`src/hw/rtl/pmcp_pkg.sv`:
```
`default_nettype none
package pmcp_pkg;

  typedef enum logic [2:0] {
    PH_SIG,
    PH_LEN,
    PH_NAME,
    PH_SKIP,
    PH_DATA,
    PH_CRC,
    PH_DONE
  } phase_t;

  typedef enum logic [2:0] {
    KIND_NONE = 3'd0,
    KIND_XMP  = 3'd1,
    KIND_ICCP = 3'd2,
    KIND_SRGB = 3'd3,
    KIND_CHRM = 3'd4,
    KIND_GAMA = 3'd5
  } kind_t;

  typedef enum logic [2:0] {
    STOP_RUN     = 3'd0,
    STOP_SIG     = 3'd1,
    STOP_LEN     = 3'd2,
    STOP_NO_IHDR = 3'd3,
    STOP_CRC     = 3'd4,
    STOP_IEND    = 3'd5
  } stop_t;

  localparam logic [31:0] TAG_IHDR = 32'h4948_4452;
  localparam logic [31:0] TAG_ITXT = 32'h6954_5874;
  localparam logic [31:0] TAG_ICCP = 32'h6943_4350;
  localparam logic [31:0] TAG_SRGB = 32'h7352_4742;
  localparam logic [31:0] TAG_CHRM = 32'h6348_524D;
  localparam logic [31:0] TAG_GAMA = 32'h6741_4D41;
  localparam logic [31:0] TAG_IEND = 32'h4945_4E44;

  localparam logic [31:0] IHDR_LEN      = 32'd13;
  localparam logic [31:0] ITXT_MIN_LEN  = 32'd76;
  localparam logic [31:0] SRGB_BODY_LEN = 32'd1;
  localparam logic [31:0] CHRM_BODY_LEN = 32'd32;
  localparam logic [31:0] GAMA_BODY_LEN = 32'd4;
  localparam logic [4:0]  KEYWORD_LEN   = 5'd22;
  localparam logic [31:0] CRC_POLY      = 32'hEDB8_8320;

  typedef struct packed {
    logic [7:0] payload_byte;
    logic       payload_valid;
    logic [2:0] chunk_kind;
    logic       chunk_end;
    logic       chunk_accepted;
    logic       finished;
    logic [2:0] stop_reason;
  } res_t;

  function automatic logic [31:0] crc_byte(input logic [31:0] crc, input logic [7:0] b);
    logic [31:0] c;
    c = crc ^ {24'd0, b};
    for (int k = 0; k < 8; k++) begin
      c = c[0] ? ((c >> 1) ^ CRC_POLY) : (c >> 1);
    end
    return c;
  endfunction

  function automatic logic [7:0] sig_byte(input logic [2:0] i);
    case (i)
      3'd0: return 8'h89;
      3'd1: return 8'h50;
      3'd2: return 8'h4E;
      3'd3: return 8'h47;
      3'd4: return 8'h0D;
      3'd5: return 8'h0A;
      3'd6: return 8'h1A;
      default: return 8'h0A;
    endcase
  endfunction

  function automatic logic [7:0] xmp_byte(input logic [4:0] i);
    case (i)
      5'd0:  return 8'h58;
      5'd1:  return 8'h4D;
      5'd2:  return 8'h4C;
      5'd3:  return 8'h3A;
      5'd4:  return 8'h63;
      5'd5:  return 8'h6F;
      5'd6:  return 8'h6D;
      5'd7:  return 8'h2E;
      5'd8:  return 8'h61;
      5'd9:  return 8'h64;
      5'd10: return 8'h6F;
      5'd11: return 8'h62;
      5'd12: return 8'h65;
      5'd13: return 8'h2E;
      5'd14: return 8'h78;
      5'd15: return 8'h6D;
      5'd16: return 8'h70;
      default: return 8'h00;
    endcase
  endfunction

endpackage
`default_nettype wire

```
`src/hw/rtl/pmcp_in_if.sv`:
```
`default_nettype none
interface pmcp_in_if;
  logic       valid;
  logic       ready;
  logic [7:0] data_byte;

  modport source (output valid, output data_byte, input ready);
  modport sink (input valid, input data_byte, output ready);
endinterface
`default_nettype wire

```
`src/hw/rtl/pmcp_out_if.sv`:
```
`default_nettype none
interface pmcp_out_if;
  logic       valid;
  logic       ready;
  logic [7:0] payload_byte;
  logic       payload_valid;
  logic [2:0] chunk_kind;
  logic       chunk_end;
  logic       chunk_accepted;
  logic       finished;
  logic [2:0] stop_reason;

  modport source (output valid, output payload_byte, output payload_valid,
                  output chunk_kind, output chunk_end, output chunk_accepted,
                  output finished, output stop_reason, input ready);
  modport sink (input valid, input payload_byte, input payload_valid,
                input chunk_kind, input chunk_end, input chunk_accepted,
                input finished, input stop_reason, output ready);
endinterface
`default_nettype wire

```
`src/hw/rtl/png_metadata_chunk_parser.sv`:
```
// PNG metadata chunk parser.
// in_ch carries the PNG file, one byte per item; valid/ready handshake.
// out_ch returns exactly one result item per input byte, in order: the
// byte echoed with its kind tag when it is data of a captured chunk,
// chunk_end/chunk_accepted on the byte that settles a captured chunk, and
// finished/stop_reason once the parse has stopped (later bytes are ignored).
// Throughput: one byte per cycle while the output buffer has space. Each byte
// is parsed in the cycle it is accepted (CRC-32 byte step and chunk sequencer
// are combinational); its result is registered into the output buffer.
// The result side holds a two-entry output buffer: while out_ch.ready is
// low, in_ch keeps accepting until both entries are full, then in_ch.ready
// drops until a result is taken. No item is lost or repeated.
// Reset (rst_n low at a clock edge, synchronous) returns the parser to the
// signature check, clears captured-kind history and empties the buffer.
`default_nettype none
module png_metadata_chunk_parser (
  input wire logic    clk,
  input wire logic    rst_n,
  pmcp_in_if.sink     in_ch,
  pmcp_out_if.source  out_ch
);
  import pmcp_pkg::*;

  phase_t      phase_r, phase_nxt;
  logic [4:0]  byte_index_r, byte_index_nxt;
  logic [31:0] chunk_length_r, chunk_length_nxt;
  logic [31:0] bytes_left_r, bytes_left_nxt;
  logic [31:0] chunk_tag_r, chunk_tag_nxt;
  logic [31:0] crc_r, crc_nxt;
  logic [31:0] expected_crc_r, expected_crc_nxt;
  logic        header_seen_r, header_seen_nxt;
  logic [4:0]  captured_r, captured_nxt;
  logic        keyword_ok_r, keyword_ok_nxt;
  kind_t       kind_r, kind_nxt;
  stop_t       halt_r, halt_nxt;

  logic  accept;
  logic  buf_space;
  logic  buf_valid;
  res_t  res;
  res_t  head;
  kind_t sel_kind;
  logic  ok_first;

  assign in_ch.ready = buf_space;
  assign accept      = in_ch.valid && buf_space;

  always_comb begin
    logic [7:0] b;
    b = in_ch.data_byte;

    phase_nxt        = phase_r;
    byte_index_nxt   = byte_index_r;
    chunk_length_nxt = chunk_length_r;
    bytes_left_nxt   = bytes_left_r;
    chunk_tag_nxt    = chunk_tag_r;
    crc_nxt          = crc_r;
    expected_crc_nxt = expected_crc_r;
    header_seen_nxt  = header_seen_r;
    captured_nxt     = captured_r;
    keyword_ok_nxt   = keyword_ok_r;
    kind_nxt         = kind_r;
    halt_nxt         = halt_r;
    sel_kind         = KIND_NONE;
    ok_first         = 1'b1;
    res              = '0;

    case (phase_r)
      PH_SIG: begin
        if (b == sig_byte(byte_index_r[2:0])) begin
          byte_index_nxt = byte_index_r + 5'd1;
          if (byte_index_r[2:0] == 3'd7) begin
            byte_index_nxt = 5'd0;
            phase_nxt      = PH_LEN;
          end
        end else begin
          phase_nxt = PH_DONE;
          halt_nxt  = STOP_SIG;
          kind_nxt  = KIND_NONE;
        end
      end
      PH_LEN: begin
        chunk_length_nxt = (byte_index_r == 5'd0) ? {24'd0, b} : {chunk_length_r[23:0], b};
        byte_index_nxt   = byte_index_r + 5'd1;
        if (byte_index_r == 5'd3) begin
          byte_index_nxt = 5'd0;
          if (chunk_length_nxt[31]) begin
            phase_nxt = PH_DONE;
            halt_nxt  = STOP_LEN;
            kind_nxt  = KIND_NONE;
          end else begin
            crc_nxt   = '1;
            phase_nxt = PH_NAME;
          end
        end
      end
      PH_NAME: begin
        chunk_tag_nxt  = {chunk_tag_r[23:0], b};
        crc_nxt        = crc_byte(crc_r, b);
        byte_index_nxt = byte_index_r + 5'd1;
        if (byte_index_r == 5'd3) begin
          if (!header_seen_r) begin
            if (chunk_length_r == IHDR_LEN && chunk_tag_nxt == TAG_IHDR) begin
              header_seen_nxt = 1'b1;
            end else begin
              ok_first = 1'b0;
            end
          end
          if (chunk_tag_nxt == TAG_ITXT && chunk_length_r > ITXT_MIN_LEN && !captured_r[0]) begin
            sel_kind = KIND_XMP;
          end else if (chunk_tag_nxt == TAG_ICCP && !captured_r[1]) begin
            sel_kind = KIND_ICCP;
          end else if (chunk_tag_nxt == TAG_SRGB && chunk_length_r == SRGB_BODY_LEN
                       && !captured_r[2]) begin
            sel_kind = KIND_SRGB;
          end else if (chunk_tag_nxt == TAG_CHRM && chunk_length_r == CHRM_BODY_LEN
                       && !captured_r[3]) begin
            sel_kind = KIND_CHRM;
          end else if (chunk_tag_nxt == TAG_GAMA && chunk_length_r == GAMA_BODY_LEN
                       && !captured_r[4]) begin
            sel_kind = KIND_GAMA;
          end
          if (!ok_first) begin
            phase_nxt = PH_DONE;
            halt_nxt  = STOP_NO_IHDR;
            kind_nxt  = KIND_NONE;
          end else if (sel_kind == KIND_NONE && chunk_tag_nxt == TAG_IEND) begin
            phase_nxt = PH_DONE;
            halt_nxt  = STOP_IEND;
            kind_nxt  = KIND_NONE;
          end else begin
            byte_index_nxt = 5'd0;
            if (sel_kind == KIND_NONE) begin
              bytes_left_nxt = chunk_length_r + 32'd4;
              phase_nxt      = PH_SKIP;
            end else begin
              kind_nxt       = sel_kind;
              keyword_ok_nxt = 1'b1;
              bytes_left_nxt = chunk_length_r;
              phase_nxt      = (chunk_length_r == 32'd0) ? PH_CRC : PH_DATA;
            end
          end
        end
      end
      PH_SKIP: begin
        bytes_left_nxt = bytes_left_r - 32'd1;
        if (bytes_left_r == 32'd1) begin
          byte_index_nxt = 5'd0;
          phase_nxt      = PH_LEN;
        end
      end
      PH_DATA: begin
        res.payload_byte  = b;
        res.payload_valid = 1'b1;
        res.chunk_kind    = kind_r;
        crc_nxt           = crc_byte(crc_r, b);
        if (kind_r == KIND_XMP && byte_index_r < KEYWORD_LEN) begin
          if (b != xmp_byte(byte_index_r)) begin
            keyword_ok_nxt = 1'b0;
          end
          byte_index_nxt = byte_index_r + 5'd1;
        end
        bytes_left_nxt = bytes_left_r - 32'd1;
        if (bytes_left_r == 32'd1) begin
          byte_index_nxt = 5'd0;
          if (kind_r == KIND_XMP && !keyword_ok_nxt) begin
            res.chunk_end  = 1'b1;
            kind_nxt       = KIND_NONE;
            bytes_left_nxt = 32'd4;
            phase_nxt      = PH_SKIP;
          end else begin
            phase_nxt = PH_CRC;
          end
        end
      end
      PH_CRC: begin
        expected_crc_nxt = (byte_index_r == 5'd0) ? {24'd0, b} : {expected_crc_r[23:0], b};
        byte_index_nxt   = byte_index_r + 5'd1;
        if (byte_index_r == 5'd3) begin
          byte_index_nxt = 5'd0;
          res.chunk_end  = 1'b1;
          res.chunk_kind = kind_r;
          if (expected_crc_nxt == ~crc_r) begin
            res.chunk_accepted = 1'b1;
            case (kind_r)
              KIND_XMP:  captured_nxt = captured_r | 5'b00001;
              KIND_ICCP: captured_nxt = captured_r | 5'b00010;
              KIND_SRGB: captured_nxt = captured_r | 5'b00100;
              KIND_CHRM: captured_nxt = captured_r | 5'b01000;
              KIND_GAMA: captured_nxt = captured_r | 5'b10000;
              default:   captured_nxt = captured_r;
            endcase
            kind_nxt  = KIND_NONE;
            phase_nxt = PH_LEN;
          end else begin
            phase_nxt = PH_DONE;
            halt_nxt  = STOP_CRC;
            kind_nxt  = KIND_NONE;
          end
        end
      end
      default: begin
        phase_nxt = PH_DONE;
      end
    endcase

    res.finished    = (phase_nxt == PH_DONE);
    res.stop_reason = (phase_nxt == PH_DONE) ? halt_nxt : STOP_RUN;
  end

  always_ff @(posedge clk) begin
    if (!rst_n) begin
      phase_r        <= PH_SIG;
      byte_index_r   <= '0;
      chunk_length_r <= '0;
      bytes_left_r   <= '0;
      chunk_tag_r    <= '0;
      crc_r          <= '1;
      expected_crc_r <= '0;
      header_seen_r  <= 1'b0;
      captured_r     <= '0;
      keyword_ok_r   <= 1'b1;
      kind_r         <= KIND_NONE;
      halt_r         <= STOP_RUN;
    end else if (accept) begin
      phase_r        <= phase_nxt;
      byte_index_r   <= byte_index_nxt;
      chunk_length_r <= chunk_length_nxt;
      bytes_left_r   <= bytes_left_nxt;
      chunk_tag_r    <= chunk_tag_nxt;
      crc_r          <= crc_nxt;
      expected_crc_r <= expected_crc_nxt;
      header_seen_r  <= header_seen_nxt;
      captured_r     <= captured_nxt;
      keyword_ok_r   <= keyword_ok_nxt;
      kind_r         <= kind_nxt;
      halt_r         <= halt_nxt;
    end
  end

  pmcp_out_buf u_out_buf (
    .clk        (clk),
    .rst_n      (rst_n),
    .push       (accept),
    .push_data  (res),
    .space      (buf_space),
    .head_valid (buf_valid),
    .head_data  (head),
    .pop        (out_ch.ready)
  );

  assign out_ch.valid          = buf_valid;
  assign out_ch.payload_byte   = head.payload_byte;
  assign out_ch.payload_valid  = head.payload_valid;
  assign out_ch.chunk_kind     = head.chunk_kind;
  assign out_ch.chunk_end      = head.chunk_end;
  assign out_ch.chunk_accepted = head.chunk_accepted;
  assign out_ch.finished       = head.finished;
  assign out_ch.stop_reason    = head.stop_reason;

  a_done_sticky: assert property (@(posedge clk) disable iff (!rst_n)
    phase_r == PH_DONE |=> phase_r == PH_DONE)
    else $error("parser left the stopped state");

  a_captured_keep: assert property (@(posedge clk) disable iff (!rst_n)
    1'b1 |=> (captured_r & $past(captured_r)) == $past(captured_r))
    else $error("captured kind history lost a bit");

  a_data_kind: assert property (@(posedge clk) disable iff (!rst_n)
    (phase_r == PH_DATA || phase_r == PH_CRC) |-> kind_r != KIND_NONE)
    else $error("capture phase without a chunk kind");

  a_no_ihdr_halt: assert property (@(posedge clk) disable iff (!rst_n)
    (phase_r != PH_SIG && phase_r != PH_LEN && phase_r != PH_NAME && phase_r != PH_DONE)
    |-> header_seen_r)
    else $error("chunk body entered before IHDR was seen");

endmodule
`default_nettype wire

```
`src/hw/rtl/pmcp_out_buf.sv`:
```
`default_nettype none
module pmcp_out_buf (
  input  wire logic          clk,
  input  wire logic          rst_n,
  input  wire logic          push,
  input  wire pmcp_pkg::res_t push_data,
  output logic               space,
  output logic               head_valid,
  output pmcp_pkg::res_t     head_data,
  input  wire logic          pop
);
  import pmcp_pkg::*;

  logic v0_r, v0_nxt, v1_r, v1_nxt;
  res_t s0_r, s0_nxt, s1_r, s1_nxt;

  assign space      = !v1_r;
  assign head_valid = v0_r;
  assign head_data  = s0_r;

  always_comb begin
    v0_nxt = v0_r;
    v1_nxt = v1_r;
    s0_nxt = s0_r;
    s1_nxt = s1_r;
    if (pop && v0_r) begin
      s0_nxt = s1_r;
      v0_nxt = v1_r;
      v1_nxt = 1'b0;
      if (push) begin
        if (v1_r) begin
          s1_nxt = push_data;
          v1_nxt = 1'b1;
        end else begin
          s0_nxt = push_data;
          v0_nxt = 1'b1;
        end
      end
    end else if (push) begin
      if (!v0_r) begin
        s0_nxt = push_data;
        v0_nxt = 1'b1;
      end else begin
        s1_nxt = push_data;
        v1_nxt = 1'b1;
      end
    end
  end

  always_ff @(posedge clk) begin
    if (!rst_n) begin
      v0_r <= 1'b0;
      v1_r <= 1'b0;
    end else begin
      v0_r <= v0_nxt;
      v1_r <= v1_nxt;
    end
    s0_r <= s0_nxt;
    s1_r <= s1_nxt;
  end

endmodule
`default_nettype wire

```
`src/flat_wrapper.sv`:
```
// flat-port wrapper written by rule: the top's interface ports become plain ports
module png_metadata_chunk_parser_flat import pmcp_pkg::*;
  (clk, rst_n, in_ch_valid, in_ch_data_byte, in_ch_ready, out_ch_valid, out_ch_payload_byte, out_ch_payload_valid, out_ch_chunk_kind, out_ch_chunk_end, out_ch_chunk_accepted, out_ch_finished, out_ch_stop_reason, out_ch_ready);
  pmcp_in_if in_ch_i ();
  pmcp_out_if out_ch_i ();
  input wire logic clk;
  input wire logic rst_n;
  input wire logic [$bits(in_ch_i.valid)-1:0] in_ch_valid;
  input wire logic [$bits(in_ch_i.data_byte)-1:0] in_ch_data_byte;
  output wire logic [$bits(in_ch_i.ready)-1:0] in_ch_ready;
  output wire logic [$bits(out_ch_i.valid)-1:0] out_ch_valid;
  output wire logic [$bits(out_ch_i.payload_byte)-1:0] out_ch_payload_byte;
  output wire logic [$bits(out_ch_i.payload_valid)-1:0] out_ch_payload_valid;
  output wire logic [$bits(out_ch_i.chunk_kind)-1:0] out_ch_chunk_kind;
  output wire logic [$bits(out_ch_i.chunk_end)-1:0] out_ch_chunk_end;
  output wire logic [$bits(out_ch_i.chunk_accepted)-1:0] out_ch_chunk_accepted;
  output wire logic [$bits(out_ch_i.finished)-1:0] out_ch_finished;
  output wire logic [$bits(out_ch_i.stop_reason)-1:0] out_ch_stop_reason;
  input wire logic [$bits(out_ch_i.ready)-1:0] out_ch_ready;
  assign in_ch_i.valid = in_ch_valid;
  assign in_ch_i.data_byte = in_ch_data_byte;
  assign in_ch_ready = in_ch_i.ready;
  assign out_ch_valid = out_ch_i.valid;
  assign out_ch_payload_byte = out_ch_i.payload_byte;
  assign out_ch_payload_valid = out_ch_i.payload_valid;
  assign out_ch_chunk_kind = out_ch_i.chunk_kind;
  assign out_ch_chunk_end = out_ch_i.chunk_end;
  assign out_ch_chunk_accepted = out_ch_i.chunk_accepted;
  assign out_ch_finished = out_ch_i.finished;
  assign out_ch_stop_reason = out_ch_i.stop_reason;
  assign out_ch_i.ready = out_ch_ready;
  png_metadata_chunk_parser u_core (.clk(clk), .rst_n(rst_n), .in_ch(in_ch_i), .out_ch(out_ch_i));
endmodule
```
`config.mk`:
```
export PLATFORM = sky130hd
export DESIGN_NAME = png_metadata_chunk_parser_flat
export DESIGN_NICKNAME = d
export VERILOG_FILES = /design/src/hw/rtl/pmcp_pkg.sv /design/src/hw/rtl/pmcp_in_if.sv /design/src/hw/rtl/pmcp_out_if.sv /design/src/hw/rtl/png_metadata_chunk_parser.sv /design/src/hw/rtl/pmcp_out_buf.sv /design/src/flat_wrapper.sv
export SDC_FILE = /design/constraint.sdc
export NUM_CORES = 1
export LEC_CHECK = 0
export ABC_AREA = 0
export BUFFER_PORTS_ARGS = -buffer_cell sky130_fd_sc_hd__buf_2
export CAP_MARGIN = 5
export CORE_UTILIZATION = 50
export CTS_BUF_LIST = sky130_fd_sc_hd__clkbuf_2 sky130_fd_sc_hd__clkbuf_4 sky130_fd_sc_hd__clkbuf_8
export CTS_CLUSTER_SIZE = 40
export DETAILED_ROUTE_END_ITERATION = 12
export GPL_ROUTABILITY_DRIVEN = 0
export PLACE_DENSITY = 0.67
export SLEW_MARGIN = 20
export SYNTH_ARGS = -nofsm -noshare
export SYNTH_HDL_FRONTEND = slang
export SYNTH_SLANG_ARGS = --single-unit
```
`constraint.sdc`:
```
create_clock -name clk -period 6.1 [get_ports clk]
set_clock_uncertainty 0.1 [all_clocks]
set_input_delay 1.22 -clock clk [delete_from_list [all_inputs] [get_ports clk]]
set_output_delay 1.22 -clock clk [all_outputs]
set_load 0.01 [all_outputs]
```
==> results of run 1 <==
[path summary, 6_finish.rpt]
check / to / slack [ns]
hold / removal: u_core.chunk_tag_r[22]$_SDFFE_PN0P_ / 0.37
hold reg to reg: u_core.chunk_tag_r[22]$_SDFFE_PN0P_ / 0.37
setup reg to reg: u_core.u_out_buf.head_data[2]$_DFFE_PP_ / 1.56
setup / recovery: u_core.u_out_buf.head_data[2]$_DFFE_PP_ / 1.56
[cell type report]
type | count | area, sq um
Fill cell | 2155 | 9857
Multi-Input combinational cell | 1132 | 6830
Sequential cell | 210 | 4564
Clock buffer | 55 | 688.2
Tap cell | 313 | 391.6
Timing Repair Buffer | 52 | 312.8
Clock inverter | 12 | 138.9
Inverter | 35 | 132.6
[critical path: stages (launching register included)]
cell and delay [ns]:
dfxtp_1 0.60, inv_1 0.17, ha_1 0.33, or4b_1 0.66, buf_4 0.36, a21oi_1 0.10
nor4_1 0.40, nand4b_1 0.22, a2111oi_4 0.29, nand2_2 0.17, a211oi_2 0.38, nor2_2 0.11
and2_4 0.16, mux2_2 0.25
[kinds of logic after synthesis]
kind of cell,Yosys count,share of synthesized area (%)
DFF,210,38.59
adders and majority gates,19,2.010
and+or+nand+nor,620,25.38
buffers and inverters,122,3.956
xor gates and xnor gates,120,8.885
AOI/OAI and AO/OA,345,18.61
muxes,28,2.581
[power by group through the flow]
stage               clock (mW)  sequential (mW)  combinational (mW)
global route              1.54             1.52               0.744
detailed placement           0             1.54               0.662
floorplan                    0             1.52               0.509
CTS                       1.47             1.51               0.667
global placement             0             1.54               0.656
finish                    1.45             1.51               0.678
[cell usage in the layout, fill, tap and decap left out, types with 9 or more instances in the layout]
cell | netlist | final
inv_1 | 32 | 32
xor2_1 | 42 | 42
o22ai_1 | 17 | 17
buf_4 | 0 | 21
nor4b_1 | 10 | 10
nand3_1 | 47 | 47
xnor2_1 | 78 | 78
a21oi_1 | 98 | 98
and3_1 | 19 | 19
a22oi_1 | 42 | 42
nand2_1 | 184 | 184
nand3b_1 | 10 | 10
nor4_1 | 20 | 20
ha_1 | 19 | 19
clkbuf_4 | 0 | 11
a31oi_1 | 9 | 9
nor3_1 | 74 | 74
nand4_1 | 14 | 14
or3_1 | 12 | 12
buf_2 | 8 | 31
and2_1 | 9 | 9
mux2_2 | 20 | 20
clkbuf_8 | 0 | 44
dfxtp_1 | 174 | 174
o21ai_0 | 95 | 94
nor2_1 | 164 | 160
edfxtp_1 | 36 | 36
[registers in the layout, indices dropped and copies added (netlist names), named ones only]
signal                       cells
u_core.kind_r                    3
u_core.bytes_left_r             32
u_core.captured_r                5
u_core.u_out_buf.v1_r            1
u_core.crc_r                    32
u_core.u_out_buf.s1_r           18
u_core.expected_crc_r           24
u_core.byte_index_r              5
u_core.phase_r                   3
u_core.keyword_ok_r              1
u_core.chunk_length_r           32
u_core.halt_r                    3
u_core.header_seen_r             1
u_core.u_out_buf.head_valid      1
u_core.u_out_buf.head_data      18
u_core.chunk_tag_r              24
[through the flow]
stage	instance area, sq um	hold WS, ns	std cells	setup slack [ns]
floorplan	11830	0.3403	1464	1.669
global placement	12210	0.3545	1742	1.244
detailed placement	12220	0.3602	1742	1.189
CTS	13050	0.3667	1809	1.679
global route	13060	0.3909	1809	1.351
finish	13060	0.3653	1809	1.561
[routing by layer]
metal / track usage (%) / vias up / routed length, microns
li1: - / 5251 / -
met1: 43.50 / 5152 / 16480
met2: 39.92 / 408 / 13600
met3: 3.694 / 61 / 2732
met4: 7.890 / 0 / 640
met5: 0 / - / 0
==> metrics.txt, run 1 <==
Worst R2R Path Depth=13; DRC violations left=0; YS warnings=0; Crit Path Class=reg2reg; drt via density=around 6; Die W=~160 microns; total power draw=~3.6 mW; Clk Latency, worst-skew pair=0.54 ns; I/O pin total=32; syn_nets=1495; Post-Route Utilization=about 57%; P_leak=between 4 and 5 nW; Synth Area per Inst=between 8 and 9 sq um; area growth from synthesis to layout=10.40%; Required @ worst endpoint=approximately 6.3 ns; min-delay src=u_core.chunk_tag_r[22]$_SDFFE_PN0P_; post-CTS setup buffer count=0; Rows=between 50 and 60; Flop pwr share=approximately 42%; Logic pwr share=between 10% and 20%; H-tree level count=2; Initial DRC Count=1176; n_diodes=0; Max Slew Vio Count=0; most numerous cell in the Yosys netlist=nand2_1; RSZ-0062 raised after global routing=no; WL/cell=between 15 and 20 microns; vias=10870; CTS clk-pin slew, worst paths=approximately 0.06 ns; Power Internal=roughly 2.6 mW; Yosys top cell area share=about 30%; first-pass GRT wire length=around 54 mm; Pre-antenna DRT Iters=5; Final ANT Viol Nets=0; worst hold path class=reg2reg; Slew headroom=~25%; Post-synth EDFFs=36; Sw Ratio=29.63%; CTS Sinks=210; Core Region=about 0.023 sq mm; final worst path period share=~74%; Gate Count Post-Synth=1464; Final setup viols=0; number of global-route vias before repair=9964; Die Y=155.8 microns; total CTS buffers=38; CP Max Fanout=20; Seq/Total Area, Yosys=between 30 and 40%; Nets=1500; Final Hold Viols=0; maximum capacitance violations=0; Resized Gates After CTS=0; Seq cells post-synth=210; layout cells sized above 1=11.56%; Synth Flop Type=dfxtp_1; Synth top cells by count=nand2_1 (184), dfxtp_1 (174), nor2_1 (164); Worst setup EP type=register; Least-Margin Pin Slew=1.128 ns; largest net degree at the start of global routing=76; Crit. Startpoint=u_core.byte_index_r[0]$_SDFFE_PN0P_; CP Launch Type=register; Root Buffer=clkbuf_8; IO Port Bufs=31; synthesized area=between 0.01 and 0.015 sq mm; gr usage total=between 20 and 30%; HPWL after DPL=approximately 23 mm; post-synth top area cell=dfxtp_1; top cells by area, synth=dfxtp_1 (29%), edfxtp_1 (9.1%), nand2_1 (5.8%); reg2reg start=u_core.byte_index_r[0]$_SDFFE_PN0P_; die area=0.02428 sq mm; Max Clk Rate=220.3 MHz; Clk pwr share=around 40%; antenna violations before repair=0; Initial Utilization=between 50% and 60%; clock buffer depth=3; Total Wirelength=~33 mm; Netlist cell types=82; grt ovf=0; async set-reset flop share out of synthesis=0%; net switching power figure=between 1 and 1.5 mW; CTS Hold Buffers Added=0; arrival time worst endpoint=around 4.7 ns; CTS tree=yes; IR drop worst, VDD=0.0001668 V; status=complete, no violations; Final min period=4.539 ns; TNS Setup=0 ns; hold path cells=2; P per Cell Area=278.7 mW/mm^2
Note: power is estimated with default switching activity, not from simulation.
==> run 2: changes to the inputs <==
- clock period: 6.1 -> 4.63 ns (I/O delays scaled with it)
==> run 2 against run 1 <==
  * Sequential power up 31%
  * Sequential cell count unchanged
  * Sequential share of layout area down 0.38 points
  * Power up 29%
  * Combinational power up 38%
  * Wire length up 0.39%
  * Die area unchanged
  * Largest power group unchanged
  * Clock-buffer cell count down 7
  * Setup slack worse by 1.2 ns
==> metrics.txt, run 2 (synthesized netlist as in run 1, its figures left out) <==
H-tree level count=2 (unchanged); fin area=0.01320 sq mm (was 0.01306 sq mm); Max Clk Rate=234.4 MHz (was 220.3 MHz); layout cells sized above 1=12.77% (was 11.56%); HPWL after DPL=23.91 mm (was 22.99 mm); drt via density=6.045 (was 6.010); setup slack after layout=0.3636 ns (was 1.561 ns); Resized Gates After CTS=0 (unchanged); Rows=55 (unchanged); Worst path slowest cell=or4_4 (was or4b_1); Flop pwr share=42.2% (was 41.5%); Final min period=4.266 ns (was 4.539 ns); Initial DRC Count=1223 (was 1176); Crit Path Class=reg2reg (unchanged); DP Area=0.01244 sq mm (was 0.01222 sq mm); crit path buf inv count=2 (unchanged); CP Launch Type=register (unchanged); WL/cell=18.31 microns (was 18.49 microns); gr usage total=28.17% (was 28.04%); CTS Hold Buffers Added=0 (unchanged); Crit path largest cell delay=0.45 ns (was 0.66 ns); commonest non-fill, non-tap cell in the layout=nand2_1 (unchanged); number of global-route vias before repair=10360 (was 9964); most frequent cells in the layout=nand2_1 (184), dfxtp_1 (174), nor2_1 (160) (unchanged); antenna violations before repair=3 (was 0); post-CTS setup buffer count=0 (unchanged); Sw Ratio=30.35% (was 29.63%); Clk Latency, worst-skew pair=0.55 ns (was 0.54 ns); first-pass GRT wire length=54.57 mm (was 54.28 mm); grt ovf=0 (unchanged); Clk pwr share=37.9% (was 39.9%); Crit path max-delay family=simple AND/OR/NAND/NOR gates (unchanged); TNS Setup=0 ns (unchanged); CTS tree=yes (unchanged); worst hold path class=reg2reg (unchanged); Die W=155.8 microns (unchanged); worst slack, placed=0.1331 ns (was 1.189 ns); total CTS buffers=38 (unchanged); RSZ-0062 raised after global routing=no (unchanged); Final ANT Viol Nets=0 (unchanged); P per Cell Area=355.7 mW/mm^2 (was 278.7 mW/mm^2); fillers=2177 (was 2155); worst path cell trace=inv_1 > ha_1 > or4b_1 > buf_4 > nand4_1 > mux2_2 > or4_4 > a2111oi_4 > nand2_2 > a211oi_2 > nor2_2 > and2_4 > mux2_2 (was inv_1 > ha_1 > or4b_1 > buf_4 > a21oi_1 > nor4_1 > nand4b_1 > a2111oi_4 > nand2_2 > a211oi_2 > nor2_2 > and2_4 > mux2_2); arrival time worst endpoint=4.46 ns (was 4.72 ns); vias=11090 (was 10870); total stage count of the critical path=13 (unchanged); Logic pwr share=19.9% (was 18.6%); Die Y=155.8 microns (unchanged); Core Region=0.02292 sq mm (unchanged); Worst setup EP type=register (unchanged); Least-Margin Pin Slew=0.8395 ns (was 1.128 ns); Total Wirelength=33.59 mm (was 33.46 mm); Worst R2R Path Depth=13 (unchanged); Power Internal=3.272 mW (was 2.561 mW); Initial Utilization=51.62% (unchanged); Final setup viols=0 (unchanged); IR drop worst, VDD=0.0002591 V (was 0.0001668 V); Slew headroom=43.97% (was 24.83%); die area=0.02428 sq mm (unchanged); CTS clk-pin slew, worst paths=0.06 ns (about the same); IO Port Bufs=31 (unchanged); maximum capacitance violations=0 (unchanged); total power draw=4.697 mW (was 3.640 mW); Final Hold Viols=0 (unchanged); DRC violations left=0 (unchanged); Regs by FF count=u_core.bytes_left_r x32, u_core.chunk_length_r x32, u_core.crc_r x32 (unchanged); CTS Sinks=210 (unchanged); P_leak=4.759 nW (was 4.655 nW); hold path cells=2 (unchanged); most used cell, CP=mux2_2; Root Buffer=clkbuf_8 (unchanged); net switching power figure=1.425 mW (was 1.078 mW); largest net degree at the start of global routing=64 (was 76); Nets=1528 (was 1500); Required @ worst endpoint=4.82 ns (was 6.28 ns); CP Max Fanout=16 (was 20); Post-Route Utilization=57.62% (was 56.99%); register-to-register setup slack=0.36 ns (was 1.56 ns); clock buffer depth=3 (unchanged); status=complete, no violations (unchanged); area growth from synthesis to layout=11.62% (was 10.40%); Max Slew Vio Count=0 (unchanged); final worst path period share=92.15% (was 74.40%); Pre-antenna DRT Iters=6 (was 5); I/O pin total=32 (unchanged)
## run 2: through the flow
stage | cells | hold WS, ns
global placement | 1770 | 0.3540
finish | 1834 | 0.3727
detailed placement | 1770 | 0.3655
CTS | 1832 | 0.3729
floorplan | 1464 | 0.3403
global route | 1834 | 0.3926
## run 2: area by class of cell
type / instances / area (sq um) / area share, %
Multi-Input combinational cell: 1132 / 6828 / 51.71
Sequential cell: 210 / 4564 / 34.57
Clock buffer: 48 / 623.1 / 4.719
Timing Repair Buffer: 80 / 535.5 / 4.056
Tap cell: 313 / 391.6 / 2.966
Inverter: 35 / 132.6 / 1.004
Clock inverter: 14 / 123.9 / 0.9381
Antenna cell: 2 / 5.005 / 0.03790
## run 2: power groups by stage
stage | Combinational, mW | Sequential (mW) | Clock, mW
CTS | 0.926 | 1.98 | 1.81
floorplan | 0.670 | 2.01 | 0
finish | 0.936 | 1.98 | 1.78
global route | 1.03 | 1.99 | 1.89
detailed placement | 0.919 | 2.02 | 0
global placement | 0.907 | 2.02 | 0
## run 2: final timing paths
check | endpoint | start
worst max-delay path | u_core.u_out_buf.head_data[1]$_DFFE_PP_ | u_core.byte_index_r[1]$_SDFFE_PN0P_
worst min-delay path | u_core.chunk_tag_r[23]$_SDFFE_PN0P_ | u_core.chunk_tag_r[23]$_SDFFE_PN0P_
worst max register to register | u_core.u_out_buf.head_data[1]$_DFFE_PP_ | u_core.byte_index_r[1]$_SDFFE_PN0P_
worst min register to register | u_core.chunk_tag_r[23]$_SDFFE_PN0P_ | u_core.chunk_tag_r[23]$_SDFFE_PN0P_
## run 2: routing by layer
layer  vias up  track usage, %  routed length, microns
met4         2           8.123                     689
met2       387           43.77                   14740
li1       5331               -                       -
met1      5306           39.90                   15850
met3        60           4.861                    2298
met5         -               0                      11
## run 2: worst reg2reg max path, stage by stage, from the launching register on
cell	delay, ns
dfxtp_1	0.42
inv_1	0.14
ha_1	0.30
or4b_1	0.44
buf_4	0.28
nand4_1	0.12
mux2_2	0.28
or4_4	0.45
a2111oi_4	0.42
nand2_2	0.19
a211oi_2	0.37
nor2_2	0.11
and2_4	0.15
mux2_2	0.26
